### config.mk
export PLATFORM = sky130hd
export DESIGN_NAME = acm_ram
export DESIGN_NICKNAME = d
export VERILOG_FILES = /design/src/sv/acm_ram.sv
export SDC_FILE = /design/constraint.sdc
export NUM_CORES = 1
export LEC_CHECK = 0
export BUFFER_PORTS_ARGS = -buffer_cell sky130_fd_sc_hd__buf_2
export CAP_MARGIN = 20
export CORE_MARGIN = 2
export CORE_UTILIZATION = 25
export DETAILED_ROUTE_END_ITERATION = 10
export PLACE_DENSITY = 0.48
export SYNTH_ARGS = -nofsm -noshare
export SYNTH_HDL_FRONTEND = slang
export SYNTH_SLANG_ARGS = --single-unit
### constraint.sdc
create_clock -name clk -period 1.9 [get_ports clk]
set_clock_uncertainty 0.1 [all_clocks]
set_input_delay 0.095 -clock clk [delete_from_list [all_inputs] [get_ports clk]]
set_output_delay 0.095 -clock clk [all_outputs]
set_load 0.03 [all_outputs]
### src/sv/acm_ram.sv
// Single-port-write, single-port-read table memory with registered read data.
`timescale 1ns / 1ps

module acm_ram #(
  parameter int DEPTH = 64,
  parameter int WIDTH = 8
) (
  input  logic                     clk,
  input  logic                     we,
  input  logic [$clog2(DEPTH)-1:0] waddr,
  input  logic [WIDTH-1:0]         wdata,
  input  logic                     re,
  input  logic [$clog2(DEPTH)-1:0] raddr,
  output logic [WIDTH-1:0]         rdata
);

  logic [WIDTH-1:0] mem [DEPTH];

  always_ff @(posedge clk) begin
    if (we) begin
      mem[waddr] <= wdata;
    end
  end

  always_ff @(posedge clk) begin
    if (re) begin
      rdata <= mem[raddr];
    end
  end

endmodule

==> After elaboration in Yosys (flattened, before gate mapping) <==
Memory sizes are Yosys's and may differ from the RTL's. A register that Yosys moved wholly into a read port is not among the register bits.
Index checks and enable logic that the tools add are counted.
Widths: inputs -> output; s select.
{ "word_totals": {"ff_bits": 0, "mem_bits_rw": 512, "inputBits": 23, "output_inout_bits": 8, "word_cells": 3, "n_memories": 1} }
{ "memory_table": {"columns": ["memory", "words", "width", "read_ports", "rd_clocked_by_memory_dff", "wr", "line", "rtl"], "rows": [
  ["mem", 64, 8, 1, 1, 1, "17", "logic [WIDTH-1:0] mem [DEPTH];"]
]} }
{ "op_classes": {"mux": 2} }
{ "ops": {"columns": ["op", "n"], "rows": [
  ["$mux 1", 2]
]} }

==> Logic depth before layout (Yosys ltp) <==
{ "depth": {"depth_word": 2, "ltp_mapped": 9, "mapped_depth_nobuf": 5} }

==> Worst setup path before layout <==
No wires, ideal clock.
{ "synth_timing": {"path_type": "input to register", "from": "input raddr[1]", "to": "register rdata[3] (read register of mem) (data pin)", "setup_ps": 266, "t_arrival_ps": 1635, "t_required_ps": 1534, "setup_slack_ps": -101, "stages": 7, "path_buffers": 3, "cell_sequence": "buf_4 -> buf_2 -> buf_2 -> mux4_2 -> mux4_2 -> o21ai_1 -> o41ai_1"} }
{ "synth_lines": {"columns": ["item", "line", "rtl"], "rows": [
  ["start: declaration", "13", "input logic [$clog2(DEPTH)-1:0] raddr,"],
  ["end: declaration", "14", "output logic [WIDTH-1:0] rdata"]
]} }

==> metrics.yaml <==
detailed_routing:
  drcViolationCount: 0
  via_per_inst: 4.50
  avgRoutedWirePerCell_um: 23.0
  first_pass_iters: 5
  ant_nets: 0
  vias: 10100
  drt-total-wl_um: 51400
  drt_iter0_drc: 965
synth:
  synth_cell_type_count: 39
  async_reset_ff_share_pct: 0
  synthesis.instances: 940
  synth_area_leaders: "edfxtp_1 77%, mux4_2 14%, nor2_1 1.5%"
  synth-edff-count: 520
  synth_area_sq_um: 20200
  yosys.area.top_type: "edfxtp_1"
  ys_warn_count: 0
  yosys-top-cells-count: "520 x edfxtp_1, 126 x mux4_2, 83 x nor2_1"
  yosysMostFrequentCell: "edfxtp_1"
  ys.flop_type: "edfxtp_1"
  yosys_register_bits: 520
  synth_nets: 963
  syn_avg_cell_area_sq_um: 21.5
  synth_seq_area_share_pct: 77.1
  synth.top_cell.area_share_pct: 77.1
place:
  dp_hpwl_um: 32700
  port-buffer-count: 30
  dp_cells: 2143
  place_congestion: 0.820
clock_tree:
  cts_num_sinks: 520
  clk_latency_ps: 610
  root_buffer: "clkbuf_16"
  postCtsSetupRepairBufs: 0
  htree_levels: 2
  numCtsBuffers: 53
  cts_tree: "done"
  path_clk_slew_ps: 60
  clockBufferDepth: 3
global_routing:
  grt_antenna_before_repair: 9
  grt_pass1_wl_um: 74900
  grt_pass1_vias: 10500
  grt.total_usage_pct: 12.5
  grt_overflow_total: 0
  grt_max_degree: 65
pwr:
  peakVddDrop_mv: 0.595
  seq_power_share_pct: 53.0
  power_switching_mw: 5.15
  power_density_nw_per_um2: 977
  switching_share_pct: 21.4
  power_frac_clock_pct: 41.0
  p_leak_nw: 7.84
  p_int_mw: 18.9
  power_frac_comb_pct: 6.0
hold_path:
  min_from: "raddr[5]"
  hold_class: "primary input to flop"
cells_and_area:
  instances_no_fill: 2240
  num_antenna_cells: 0
  layout.nets: 1168
  area_delta_synth_final_pct: 21.8
  drive_above_1_share_pct: 34.9
status:
  outcome: "finished, violations left"
  violations: "negative setup slack"
timing:
  hold_violations: 0
  finalSetupViolCount: 8
  fin_ws_ps: -202
  whs_ps: 39.9
  period_minus_slack_ps: 2100
  clock.fmax_ghz: 0.476
  post-route-period-util_pct: 111
  worstMarginPinSlew_ps: 945
  rsz0062_at_grt: "yes"
  maxSlewViolCount: 0
  finalSetupTns_ps: -1080
  slew_headroom_pct: 37.0
floorplan:
  fp.dieW_um: 289
  core.rowCount: 104
  boundaryPins: 31
  dieArea_sq_um: 83300
  start_util_pct: 25.2
  fp.dieH_um: 289
  core-area_sq_um: 80400
critical_path:
  worst_setup_path_end_kind: "flop"
  crit_fanout: 1
  critPathKind: "flop to flop"
  cp-startpoint: "mem[20][6]"
  cp.arrival_ps: 2340
  cp-start-kind: "flop"
  r2r_start: "mem[20][6]"
  crit_required_ps: 2140
flow_run:
  maxCapViolCount: 0
## final timing paths
check                   to  slack, ps  cells past startpoint
hold reg to reg   rdata[2]        820                      4
setup / recovery  rdata[6]       -200                      6
hold / removal    rdata[6]         40                      3
setup reg to reg  rdata[6]       -200                      6
## metal layers
metal | GRT usage [%] | wire length (um)
met1 | 17.5 | 23300
met2 | 19.7 | 23900
met3 | 2.73 | 3300
met4 | 3.17 | 961
met5 | 0 | 27
## cells in the final DEF (no fill, tap or decap), types with 4 or more instances in the layout
master,synthesis,layout
edfxtp_1,520,520
buf_4,13,145
mux4_2,126,126
nor2_1,83,80
clkbuf_16,0,53
buf_2,11,27
mux2i_1,23,23
nand2_1,19,19
buf_12,2,19
clkinv_1,0,15
nor2b_1,14,14
nand3_1,13,13
mux2_2,13,11
clkbuf_1,17,10
o221ai_1,8,8
o22ai_1,8,8
nand2b_1,7,7
dlygate4sd3_1,0,7
a221oi_1,6,6
nor3_1,7,5
a211oi_1,4,4
o21ai_2,0,4
bufinv_16,0,4
clkinv_2,0,4
## cell families after synthesis
| group | count (synthesis) | share of synthesized area, % |
|---|---|---|
| buffers and inverters | 51 | 1.56 |
| DFF | 520 | 77.1 |
| muxes | 162 | 15.9 |
| and+or+nand+nor | 153 | 3.37 |
| AOI/OAI and AO/OA | 54 | 2.06 |
## sequential cells by signal, summed over array words and instances, names as in the netlist
register and count:
rdata 8, mem 512
## power groups by stage
| stage | registers (mW) | clock network [mW] | logic (mW) |
|---|---|---|---|
| after global placement | 13.0 | 0 | 1.43 |
| after floorplan | 13.0 | 0 | 0.685 |
| after detailed placement | 13.0 | 0 | 1.44 |
| after CTS | 12.8 | 10.1 | 1.48 |
| after global routing | 12.8 | 10.5 | 1.56 |
| final | 12.8 | 9.87 | 1.46 |
## worst max-delay path, cell delays in order (launching register included)
cell	delay, ps
edfxtp_1	370
mux4_2	480
mux2_4	300
o221a_4	270
nor3_4	120
buf_6	140
o32ai_2	80
## cell type report
class,count,area (sq um)
Clock buffer,63,1360
Multi-Input combinational cell,369,4410
Sequential cell,520,15600
Fill cell,7802,55800
Tap cell,1060,1330
Clock inverter,27,230
Timing Repair Buffer,201,1710
## through the flow
stage               instance area, sq um  power [mW]  setup slack [ps]  utilization (%)
finish                             24700        24.1              -202             30.7
global route                       24700        24.9              -293             30.7
CTS                                24600        24.3              -223             30.6
detailed placement                 22900        14.4              -676             28.5
global placement                   22900        14.4              -550             28.5
floorplan                          20300        13.7              3.20                -
## what timing repair did
action | CTS | global route
hold endpoints to repair | 236 | 0
setup endpoints to repair | 8 | 8
hold buffers | 7 | 0
resized for setup | 17 | 4
pin swaps | 3 | 0
Power figures use the tool's default switching activity.
