--- config.mk ---
export PLATFORM = sky130hd
export DESIGN_NAME = acm_ctrl
export DESIGN_NICKNAME = d
export VERILOG_FILES = /design/src/sv/acm_pkg.sv /design/src/sv/acm_ctrl.sv
export SDC_FILE = /design/constraint.sdc
export NUM_CORES = 1
export LEC_CHECK = 0
export BUFFER_PORTS_ARGS = -buffer_cell sky130_fd_sc_hd__buf_2
export CAP_MARGIN = 20
export CORE_MARGIN = 1.5
export CORE_UTILIZATION = 30
export CTS_CLUSTER_SIZE = 8
export DETAILED_ROUTE_END_ITERATION = 16
export SLEW_MARGIN = 30
export SYNTH_ARGS = -nofsm -noshare
export SYNTH_HDL_FRONTEND = slang
export SYNTH_SLANG_ARGS = --single-unit
--- constraint.sdc ---
create_clock -name clk -period 17.8 [get_ports clk]
set_input_delay 2.67 -clock clk [delete_from_list [all_inputs] [get_ports clk]]
set_output_delay 2.67 -clock clk [all_outputs]
set_load 0.01 [all_outputs]
--- src/sv/acm_pkg.sv ---
// Shared types and constants for the address resolution cache.
`timescale 1ns / 1ps

package acm_pkg;

  localparam int TableDepthDefault = 64;
  localparam logic [15:0] TimeoutReset = 16'd120;
  localparam logic [6:0] RemovedMax = 7'h7F;

  typedef enum logic [1:0] {
    REQ_REGISTER = 2'd0,
    REQ_LOOKUP   = 2'd1,
    REQ_TICK     = 2'd2,
    REQ_SWEEP    = 2'd3
  } req_t;

  typedef enum logic [1:0] {
    STAT_OK        = 2'd0,
    STAT_NOT_FOUND = 2'd1,
    STAT_FULL      = 2'd2
  } status_t;

  typedef struct packed {
    logic [31:0] stamp;
    logic [47:0] mac;
    logic [31:0] ip;
    logic        valid;
  } entry_t;

  localparam int EntryWidth = $bits(entry_t);

endpackage

--- src/sv/acm_ctrl.sv ---
// Request sequencer: table scans, updates, sweeps, clock counter and result register.
`timescale 1ns / 1ps

module acm_ctrl
  import acm_pkg::*;
#(
  parameter int TABLE_DEPTH = TableDepthDefault
) (
  input  logic                           clk,
  input  logic                           rst,
  input  logic [15:0]                    timeout,
  input  logic                           s_tvalid,
  output logic                           s_tready,
  input  logic [79:0]                    s_tdata,
  input  logic [1:0]                     s_tuser,
  output logic                           m_tvalid,
  input  logic                           m_tready,
  output logic [55:0]                    m_tdata,
  output logic [1:0]                     m_tuser,
  output logic                           ram_we,
  output logic [$clog2(TABLE_DEPTH)-1:0] ram_waddr,
  output logic [EntryWidth-1:0]          ram_wdata,
  output logic                           ram_re,
  output logic [$clog2(TABLE_DEPTH)-1:0] ram_raddr,
  input  logic [EntryWidth-1:0]          ram_rdata
);

  localparam int AW = $clog2(TABLE_DEPTH);
  localparam logic [AW-1:0] LastAddr = AW'(TABLE_DEPTH - 1);

  typedef enum logic [4:0] {
    ST_CLEAR = 5'b00001,
    ST_IDLE  = 5'b00010,
    ST_SCAN  = 5'b00100,
    ST_WRITE = 5'b01000,
    ST_DONE  = 5'b10000
  } state_t;

  state_t        state;
  logic [AW-1:0] addr;
  logic [AW-1:0] eval_addr;
  logic [AW-1:0] hit_addr;
  logic [AW-1:0] free_addr;
  logic          issue;
  logic          rd_pend;
  logic          hit;
  logic          free_found;
  logic [31:0]   now_sec;
  req_t          cur_req;
  logic [31:0]   req_ip;
  logic [47:0]   req_mac;
  status_t       res_status;
  logic [47:0]   res_mac;
  logic [6:0]    res_removed;
  status_t       out_status;
  logic [47:0]   out_mac;
  logic [6:0]    out_removed;

  entry_t        rd_entry;
  entry_t        wr_entry;
  logic [31:0]   age;
  logic          match;
  logic          expire;
  logic          last_eval;

  assign rd_entry  = entry_t'(ram_rdata);
  assign age       = now_sec - rd_entry.stamp;
  assign match     = rd_pend && rd_entry.valid && (rd_entry.ip == req_ip);
  assign expire    = rd_pend && rd_entry.valid && (age > {16'd0, timeout});
  assign last_eval = (eval_addr == LastAddr);

  assign s_tready  = (state == ST_IDLE);
  assign m_tdata   = {1'b0, out_removed, out_mac};
  assign m_tuser   = out_status;
  assign ram_re    = (state == ST_SCAN) && issue;
  assign ram_raddr = addr;
  assign ram_wdata = wr_entry;

  always_comb begin
    ram_we    = 1'b0;
    ram_waddr = eval_addr;
    wr_entry  = rd_entry;
    wr_entry.valid = 1'b0;
    unique case (state)
      ST_CLEAR: begin
        ram_we    = 1'b1;
        ram_waddr = addr;
        wr_entry  = '0;
      end
      ST_SCAN: begin
        ram_we = (cur_req == REQ_SWEEP) && expire;
      end
      ST_WRITE: begin
        ram_we    = hit || free_found;
        ram_waddr = hit ? hit_addr : free_addr;
        wr_entry  = '{stamp: now_sec, mac: req_mac, ip: req_ip, valid: 1'b1};
      end
      default: begin
        ram_we = 1'b0;
      end
    endcase
  end

  always_ff @(posedge clk) begin
    if (rst) begin
      state      <= ST_CLEAR;
      addr       <= '0;
      issue      <= 1'b0;
      rd_pend    <= 1'b0;
      hit        <= 1'b0;
      free_found <= 1'b0;
      now_sec    <= '0;
      m_tvalid   <= 1'b0;
    end else begin
      if (m_tvalid && m_tready && state != ST_DONE) begin
        m_tvalid <= 1'b0;
      end
      unique case (state)
        ST_CLEAR: begin
          if (addr == LastAddr) begin
            addr  <= '0;
            state <= ST_IDLE;
          end else begin
            addr <= addr + 1'b1;
          end
        end
        ST_IDLE: begin
          if (s_tvalid) begin
            cur_req     <= req_t'(s_tuser);
            req_ip      <= s_tdata[31:0];
            req_mac     <= s_tdata[79:32];
            res_status  <= STAT_OK;
            res_mac     <= '0;
            res_removed <= '0;
            hit         <= 1'b0;
            free_found  <= 1'b0;
            addr        <= '0;
            issue       <= 1'b1;
            rd_pend     <= 1'b0;
            if (req_t'(s_tuser) == REQ_TICK) begin
              now_sec <= now_sec + 32'd1;
              state   <= ST_DONE;
            end else begin
              state <= ST_SCAN;
            end
          end
        end
        ST_SCAN: begin
          rd_pend   <= issue;
          eval_addr <= addr;
          if (issue) begin
            if (addr == LastAddr) begin
              issue <= 1'b0;
            end else begin
              addr <= addr + 1'b1;
            end
          end
          if (rd_pend) begin
            if (match) begin
              hit      <= 1'b1;
              hit_addr <= eval_addr;
              if (cur_req == REQ_LOOKUP) begin
                res_mac <= rd_entry.mac;
              end
            end
            if (!free_found && !rd_entry.valid) begin
              free_found <= 1'b1;
              free_addr  <= eval_addr;
            end
            if (cur_req == REQ_SWEEP && expire && res_removed != RemovedMax) begin
              res_removed <= res_removed + 7'd1;
            end
            if ((match && cur_req != REQ_SWEEP) || last_eval) begin
              case (cur_req)
                REQ_REGISTER: state <= ST_WRITE;
                REQ_LOOKUP: begin
                  if (!match) begin
                    res_status <= STAT_NOT_FOUND;
                  end
                  state <= ST_DONE;
                end
                default: state <= ST_DONE;
              endcase
            end
          end
        end
        ST_WRITE: begin
          if (!hit && !free_found) begin
            res_status <= STAT_FULL;
          end
          state <= ST_DONE;
        end
        ST_DONE: begin
          if (!m_tvalid || m_tready) begin
            m_tvalid    <= 1'b1;
            out_status  <= res_status;
            out_mac     <= res_mac;
            out_removed <= res_removed;
            state       <= ST_IDLE;
          end
        end
        default: begin
          state <= ST_IDLE;
        end
      endcase
    end
  end

  a_no_write_idle: assert property (@(posedge clk) disable iff (rst)
    (state == ST_IDLE) |-> !ram_we)
    else $error("table written while idle");

  a_leave_idle: assert property (@(posedge clk) disable iff (rst)
    (s_tvalid && s_tready) |=> (state != ST_IDLE))
    else $error("request accepted without leaving idle");

  a_removed_sweep_only: assert property (@(posedge clk) disable iff (rst)
    (state == ST_DONE && cur_req != REQ_SWEEP) |-> (res_removed == 7'd0))
    else $error("removal count set outside a sweep");

  a_not_found_zero: assert property (@(posedge clk) disable iff (rst)
    (m_tvalid && out_status == STAT_NOT_FOUND) |-> (out_mac == 48'd0))
    else $error("failed lookup returned a MAC");

endmodule

After elaboration in Yosys (flattened, before gate mapping). Cells that the tools add are included.

Input port bits: 215. Register bits after elaboration: 262.

Equality and inequality tests: 27. Add/subtract/negate cells: 4. $lt $le $gt $ge: 1. Bitwise logic cells: 1. Multiplexer cells: 48. Reduce and logical (&&, ||, !) cells: 36.

Operators by type and width (count): one-hot mux 113 bit (2 select lines) (1); two-way mux 48 bit (4); one-hot mux 48 bit (2 select lines) (1); two-way mux 5 bit (7); adder 32 x 1 -> 32 bit (second input constant) (1); == test 32 bit (1); > comparator 32 x 16 -> 1 bit (1); subtractor 32 bit (1); two-way mux 6 bit (5); one-hot mux 5 bit (5 select lines) (1); two-way mux 7 bit (3); != test 2 bit (second input constant) (10); AND reduction 4 bit (5); one-hot mux 6 bit (3 select lines) (1); one-hot mux 7 bit (2 select lines) (1); == test 6 bit (second input constant) (2); two-way mux 2 bit (6); one-hot mux 6 bit (2 select lines) (1); logical AND 1 bit (11); two-way mux 1 bit (11); AND reduction 5 bit (2); AND reduction 3 bit (3); != test 2 x 1 -> 1 bit (second input constant) (4); one-hot mux 1 bit (2 select lines) (4); other kinds (22) (30).

Longest topological paths before layout.
Depth after elaboration: 8. Gate-level depth with buffers: 19. Gate-level depth less buffers: 19.

Worst setup path after synthesis. No wires, ideal clock.

Path kind: input -> output. Start: input ram_rdata[90]. End: output ram_we. Required time: 15.130 ns. Stages on the path: 18. Setup slack: 9.048 ns. Arrival time: 6.082 ns. Cell sequence: inv_1 ha_1 buf_6 a21o_1 a311o_1 a21oi_4 nand2_1 a31oi_1 xnor2_1 ha_1 and4_1 a221oi_1 o211ai_1 o31ai_1 o2111ai_1 a2111o_1 nor4_2 o211ai_1.

Cells in the longest elaborated chain, start to end: 5.

RTL lines: start, declared (line acm_ctrl.sv:25) `input logic [EntryWidth-1:0] ram_rdata`; subtractor 32 bit (line acm_ctrl.sv:67) `assign age = now_sec - rd_entry.stamp;`; > comparator 32 x 16 -> 1 bit (line acm_ctrl.sv:69) `assign expire = rd_pend && rd_entry.valid && (age > {16'd0, timeout});`; logical AND 1 bit (line acm_ctrl.sv:69); logical AND 1 bit (line acm_ctrl.sv:91) `ram_we = (cur_req == REQ_SWEEP) && expire;`; one-hot mux 1 bit (3 select lines) (line acm_ctrl.sv:84) `unique case (state)`; end, declared (line acm_ctrl.sv:20) `output logic ram_we,`.

No other way between the ends.

Worst setup path in the final report.
Start: input ram_rdata[81]. End: output ram_we.

Same word-level chain as after synthesis.

==> results.yml <==
final_layout:
  area_growth_pct: 29.24
  final_nets: 1804
  final_area_um2: 16920
  layout_common_cells: "buf_2, edfxtp_1, a22o_1, nor2_1, inv_1"
  fin_cells: 2140
  multi_input_area_um2: 5296
  utilization_pct: 39.27
  layout_commonest_cell: "buf_2"
  final_layout_size_suffix_gt1_share_pct: 30.73
  regArea_um2: 7387
  fill_cells: 4278
synthesis:
  synth.area.top_cells: "edfxtp_1, dfxtp_1, a22o_1"
  synth_edf_count: 214
  seq_area_frac_synth_pct: 56.43
  synth_area_um2: 13090
  synth_top_area_share_pct: 49.09
  syn_nets: 1398
  yosysTopAreaCell: "edfxtp_1"
  syn_area_per_cell_um2: 11.56
  synth-seq-cells: 262
  yosys_warnings: 0
  synthDistinctLibCells: 69
  synth-async-reset-ratio_pct: 0
  syn_inst: 1132
  synthFlopType: "edfxtp_1"
floorplan:
  die_w_um: 211.9
  start_util_pct: 30.39
  core_um2: 43080
  chipHeight_um: 211.9
  rows: 76
  die_area_um2: 44900
  ioPinCount: 402
cts:
  clock_sinks: 262
  h-tree-depth: 2
  cts_root_buf: "clkbuf_16"
  cts_tree: "yes"
  post_cts.repair.setup_buffers: 0
  insertion_delay_ps: 550
  clk_path_buf_depth: 3
  path_clk_slew_ps: 50
  cts_buffers: 39
  post_cts_resized: 0
  hold_buffers: 0
sta:
  worst_pin_slew_ps: 934.2
  slew_headroom_pct: 37.72
  fin_crit_sh_pct: 54.27
  max_freq_ghz: 0.1035
  hold_viol: 0
  fin_skew_ps: 22.95
  setup_viol: 0
  fin_crit_ps: 9660
  drv_slew: 0
  rsz0062_at_grt: "no"
  setup_tns_ps: 0
worst_setup_path:
  worstPathArrival_ps: 6990
  crit_required_ps: 15130
  start_kind: "input pin"
  cpMaxStageDelayCell: "nor4_2"
  cpPeakStageDelay_ps: 450
  path_cells: "buf_2, ha_1, fa_1, nor2b_1, o2111ai_1, a21o_1, nand2_1, a31oi_1, xnor2_1, ha_1, and4_1, a221oi_1, o211ai_1, o31ai_1, o2111ai_1, a2111o_1, nor4_2, o211ai_1, buf_2"
  cp-end-kind: "output port"
  critPathKind: "in -> out"
  crit_fanout: 4
job:
  drv_cap: 0
power_and_ir_drop:
  power_mw: 1.524
  ir_worst_vdd_mv: 0.05314
  cellLeakagePower_nw: 7.047
  powerDensity_nw_per_um2: 90.08
drt:
  drc_errors: 0
  drtIter0Drc: 628
  drt_first_pass_iters: 5
  final_antenna_net_count: 0
  wirelength_um: 40760
  wl_per_cell_um: 19.05
  vias: 10603
  avgViaCountPerCell: 4.955
place:
  place_area_um2: 15820
  dpl.cell_count: 2082
  hpwl_um: 30850
  place.gp.congestion: 0.9127
  port_buffers: 400
global_route:
  grt_antenna_before_repair: 3
  grt_start_max_net_pins: 76
  grt.overflow.total: 0
  track_usage_pct: 17.59
  grt_first_pass_wirelength_um: 60260
  grt_pass1_vias: 10421
outcome:
  status: "finished clean"
hold_path:
  hold_class: "reg -> reg"
[sequential cells by signal, summed over array words and instances (netlist names)]
register,flops
cur_req,2
eval_addr,6
free_addr,6
free_found,1
hit,1
hit_addr,6
issue,1
m_tuser,2
m_tvalid,1
now_sec,32
out_mac,48
out_removed,7
ram_raddr,6
rd_pend,1
req_ip,32
req_mac,48
res_mac,48
res_removed,7
res_status,2
state,5
[cells in the mapped netlist, types with 11 or more instances]
master,instances
edfxtp_1,214
a22o_1,106
nor2_1,83
inv_1,66
nand2_1,57
xor2_1,55
a21oi_1,53
and2_1,53
ha_1,50
dfxtp_1,48
o21ai_0,41
clkbuf_1,35
nand3_1,34
xnor2_1,32
nand4_1,17
nor3_1,17
and3_1,14
a21o_1,12
or3_1,11
[logic make-up after synthesis]
logic type	share of synthesized area [%]
flops	56.43
compound gates	15.77
simple gates	12.82
xor+xnor	5.821
other cells	0.02865
fa+ha+maj	4.932
mux	0.7647
buf+inv	3.432
[final cells by class]
cell class              instances  area share [%]
flip-flops and latches        262           43.67
multi-input cells             755           31.31
repair buffers                412           12.72
clock buffers                  50           6.013
well taps                     585           4.327
inverters                      68           1.524
clock inverters                 5          0.3994
diodes                          3         0.04438
[where the power goes]
| part | switching [mW] | internal (mW) |
|---|---|---|
| sequential | 0.00469 | 0.663 |
| clock | 0.266 | 0.398 |
| combinational | 0.110 | 0.0824 |
| total | 0.380 | 1.14 |
[critical path, delay by kind of cell]
kind	cells	cell delay, ps
adder cells (fa/ha/maj)	3	940
XOR/XNOR	1	150
AO/OA/AOI/OAI	9	1910
AND/OR/NAND/NOR	4	1000
buffers and inverters	2	300
[worst paths after layout]
kind | from | endpoint | slack [ps] | cells past startpoint
worst max-delay path | ram_rdata[81] | ram_we | 8140 | 19
worst min-delay path | res_mac[19] | out_mac[19] | 410 | 0
worst max register to register | now_sec[0] | res_removed[0] | 12830 | 18
worst min register to register | res_mac[19] | out_mac[19] | 410 | 0
[through the flow]
step,hold slack (ps),setup slack [ps]
final,409.0,8140
after floorplan,400.3,9048
after CTS,412.0,8165
after global routing,420.7,7857
after global placement,400.9,8262
after detailed placement,404.5,8174
[layer usage]
layer	wire (um)	vias to the layer above	part of all wire [%]	track usage [%]
li1	-	5031	-	-
met3	2643	64	6.5	3.857
met4	1036	0	2.5	5.714
met5	0	-	0	0
met1	17010	5130	42	21.26
met2	20070	378	49	30.96
No activity file was read; power rests on OpenSTA's default activity.
